### config.mk
export PLATFORM = sky130hd
export DESIGN_NAME = trq_cell
export DESIGN_NICKNAME = d
export VERILOG_FILES = /design/src/hw/rtl/trq_pkg.sv /design/src/hw/rtl/trq_cell.sv
export SDC_FILE = /design/constraint.sdc
export NUM_CORES = 1
export LEC_CHECK = 0
export ABC_AREA = 0
export BUFFER_PORTS_ARGS = -buffer_cell sky130_fd_sc_hd__buf_2
export CAP_MARGIN = 30
export CORE_AREA = 2 2 310 312
export CTS_CLUSTER_SIZE = 40
export DETAILED_ROUTE_END_ITERATION = 8
export DIE_AREA = 0 0 312 314
export GPL_ROUTABILITY_DRIVEN = 0
export HOLD_SLACK_MARGIN = 0.08
export PLACE_DENSITY = 0.4
export SLEW_MARGIN = 10
export SYNTH_ARGS = -nofsm -noshare
export SYNTH_HDL_FRONTEND = slang
export SYNTH_SLANG_ARGS = --single-unit
### constraint.sdc
create_clock -name clk_i -period 13.4 [get_ports clk_i]
set_clock_uncertainty 0.2 [all_clocks]
set_input_delay 2.01 -clock clk_i [delete_from_list [all_inputs] [get_ports clk_i]]
set_output_delay 2.01 -clock clk_i [all_outputs]
set_load 0.01 [all_outputs]
### src/hw/rtl/trq_pkg.sv
// package for the timestamp release queue
// holds the queue entry type, result status codes, register indexes and fixed sizes
// no dependencies
package trq_pkg;

  localparam int unsigned WORDS = 4;
  localparam int unsigned MAX_MESSAGE_BYTES = 16;
  localparam logic [31:0] SEND_OVERHEAD_RST = 32'd100;

  typedef struct packed {
    logic [63:0]            tstamp;
    logic [4:0]             nbytes;
    logic [WORDS-1:0][31:0] words;
  } entry_t;

  typedef struct packed {
    logic ins;
    logic rel;
  } cell_ctl_t;

  typedef enum logic [1:0] {
    STATUS_SENT     = 2'd0,
    STATUS_RELEASED = 2'd1,
    STATUS_OVERSIZE = 2'd2,
    STATUS_FULL     = 2'd3
  } status_e;

  typedef enum logic [1:0] {
    CFG_ENABLE         = 2'd0,
    CFG_TICK_WINDOW    = 2'd1,
    CFG_DEVICE_LATENCY = 2'd2,
    CFG_SEND_OVERHEAD  = 2'd3
  } cfg_idx_e;

  typedef enum logic {
    FUNC_MESSAGE = 1'b0,
    FUNC_TICK    = 1'b1
  } func_e;

endpackage

### src/hw/rtl/trq_cell.sv
// one slot of the sorted release chain
// holds one queued message, shifts right on insert and left on release
// depends on trq_pkg
module trq_cell (
  input  logic               clk_i,
  input  trq_pkg::cell_ctl_t ctl_i,
  input  logic               occ_i,
  input  trq_pkg::entry_t    new_i,
  input  logic               left_take_i,
  input  trq_pkg::entry_t    left_i,
  input  trq_pkg::entry_t    right_i,
  output logic               take_o,
  output trq_pkg::entry_t    entry_o
);
  import trq_pkg::*;

  entry_t entry_q, entry_d;

  // new message lands here or before here (strict compare keeps ties in arrival order)
  assign take_o = !occ_i || (entry_q.tstamp > new_i.tstamp);

  always_comb begin
    entry_d = entry_q;
    if (ctl_i.rel) begin
      entry_d = right_i;
    end else if (ctl_i.ins && take_o) begin
      entry_d = left_take_i ? left_i : new_i;
    end
  end

  always_ff @(posedge clk_i) begin
    entry_q <= entry_d;
  end

  assign entry_o = entry_q;

endmodule

==> flow_summary.json <==
{
  "syn_area_per_cell_um2": 10.59,
  "ant_nets": 0,
  "drv_slew": 0,
  "ys_ff_latch": 197,
  "placementRows": 113,
  "async_flop_share_pct": 0,
  "design_area_um2": 17540,
  "grt_pass1_vias": 11320,
  "netlist_area_um2": 11510,
  "arrival_ps": 4940,
  "outcome": "complete, no violations",
  "drive_gt1_share_pct": 45.48,
  "largest_reg_flops": 197,
  "p_int_uw": 1219,
  "final_cell_mix": "buf_2, nand2_1, o21ai_0",
  "cp-start-kind": "input port",
  "initialDrtViolationCount": 410,
  "seq_area_frac_synth_pct": 51.41,
  "critPathMaxFanout": 3,
  "synth_edf_count": 197,
  "ir_drop_uv": 84.47,
  "pwr-share-clk_pct": 31.0,
  "hpwlAfterDp_um": 46450,
  "dieHeight_um": 314,
  "die_x_um": 312,
  "seq_area_um2": 5916,
  "p_sw_uw": 575.8,
  "hold_viol": 0,
  "drc": 0,
  "max_freq_ghz": 0.1399,
  "core-area_um2": 94450,
  "ys_warn_count": 0,
  "num_io_pins": 794,
  "cts_max_path_buffers": 2,
  "insertion_delay_ps": 510,
  "numCtsBuffers": 17,
  "max_cap_violations": 0,
  "clkTransAtPathRegs_ps": 80,
  "worstPathRequired_ps": 11190,
  "grt_overflow": 0,
  "fin_cells": 3131,
  "cts_sinks": 197,
  "timing.final.crit_period_ps": 7150,
  "grt.total_usage_pct": 11.22,
  "worst_slew_pin_slew_ps": 935.7,
  "cts_hold_buffers": 0,
  "final_common_cell": "buf_2",
  "detailed_place.area_um2": 16930,
  "die_area_um2": 97970,
  "endpoint_kind": "output port",
  "syn_nets": 1746,
  "setup_violations": 0,
  "cts_tree": "built",
  "synthCells": 1086,
  "maxSlewHeadroom_pct": 37.62,
  "ys_types": 34,
  "grt_pass1_wl_um": 79050,
  "pwr-share-comb_pct": 24.6,
  "vias": 10960,
  "switching_share_pct": 32.08,
  "cts_setup_buffers": 0,
  "nets": 2505,
  "grt_antenna_before_repair": 24,
  "start_util_pct": 12.18,
  "tns_ps": 0,
  "power-per-cell-area_nw_per_um2": 102.3,
  "wl_um": 56550,
  "period_share_pct": 53.36,
  "n_fill_cell": 10740,
  "grt_max_degree": 106,
  "leakage_uw": 0.008425,
  "hp-class": "input port to register",
  "synthToLayoutAreaGrowth_pct": 52.46,
  "htree_levels": 4,
  "cts.repair.resized": 0,
  "wl_per_cell_um": 18.06,
  "avgViaCountPerCell": 3.502,
  "drt_pre_antenna_iters": 5,
  "ctsRootBufferMaster": "clkbuf_16",
  "port_buffers": 793,
  "whs_ps": 1572,
  "synth_ff_type": "edfxtp_1",
  "critPathKind": "input port to output port",
  "rsz0062_at_grt": "false",
  "multi_input_area_um2": 5090,
  "power_frac_seq_pct": 44.4,
  "dp_cells": 3091,
  "finalPower_uw": 1795
}
==> per-layer routing <==
layer / vias up / global-route usage (%) / share of wire, %
met3: 51 / 3.656 / 6.5
li1: 5450 / - / -
met4: 4 / 3.671 / 1.6
met5: - / 0 / 0.042
met2: 479 / 18.93 / 49
met1: 4980 / 13.44 / 42
==> final cells by class <==
class                   instances  area share, %
repair buffers                806          23.35
inverters                      65          1.391
flip-flops and latches        197          33.72
clock buffers                  17          2.425
diodes                          8         0.1141
well taps                    1265          9.023
multi-input cells             758          29.02
clock inverters                15         0.9558
==> synth_stat cells, types with 2 or more instances <==
cell type,number,area (µm²)
buf_2,13,65.06
nand4_1,9,56.30
a211oi_1,4,30.03
nand2_1,216,810.8
buf_1,8,30.03
a221oi_1,2,17.52
a21oi_1,25,125.1
nor2_1,4,15.01
inv_1,65,244.0
edfxtp_1,197,5916
ha_1,64,800.8
mux2i_1,197,1972
o21ai_0,206,1031
clkbuf_1,45,168.9
nand3_1,6,30.03
nor2b_1,3,18.77
nor4_1,2,12.51
nor3_1,2,10.01
a21o_1,3,22.52
==> stage by stage <==
stage / worst slack [ps] / util (%)
floorplan: 4165 / -
global placement: 4279 / 17.90
detailed placement: 5997 / 17.92
CTS: 5987 / 18.55
global route: 5884 / 18.57
finish: 6250 / 18.57
==> cells by family (layout without fill, tap and decap cells) <==
| family | after synthesis | after routing | synth area share (%) |
|---|---|---|---|
| AO/OA/AOI/OAI | 249 | 249 | 11.35 |
| AND/OR/NAND/NOR | 248 | 248 | 8.721 |
| multiplexers | 197 | 197 | 17.14 |
| flip-flops | 197 | 197 | 51.41 |
| buffers and inverters | 131 | 903 | 4.415 |
| adder cells (fa/ha/maj) | 64 | 64 | 6.960 |
| other | 0 | 8 | 0 |
==> critical path, stage by stage <==
cell      delay, ps
buf_2            90
inv_1            40
ha_1            390
nand4_1         570
nor4_2          540
a21boi_0        390
buf_4           240
or3_1           110
a211oi_1         60
o31ai_1         130
a21bo_2         190
buf_2           160
==> power groups by stage <==
stage               Sequential (µW)  Clock (µW)  Combinational [µW]
floorplan                       854           0                 157
global placement                809           0                 457
detailed placement              811           0                 454
CTS                             798         598                 455
global route                    806         609                 492
finish                          797         557                 442
==> worst paths after layout <==
| check | end | from | slack, ps | cells past startpoint |
|---|---|---|---|---|
| hold / removal | entry_o[75]$_DFFE_PP_ | right_i[75] | 1570 | 3 |
| setup reg to reg | entry_o[80]$_DFFE_PP_ | entry_o[148]$_DFFE_PP_ | 8410 | 11 |
| hold reg to reg | entry_o[144]$_DFFE_PP_ | entry_o[185]$_DFFE_PP_ | 1610 | 6 |
| setup / recovery | take_o | new_i[148] | 6250 | 12 |
Power figures use the tool's default switching activity.
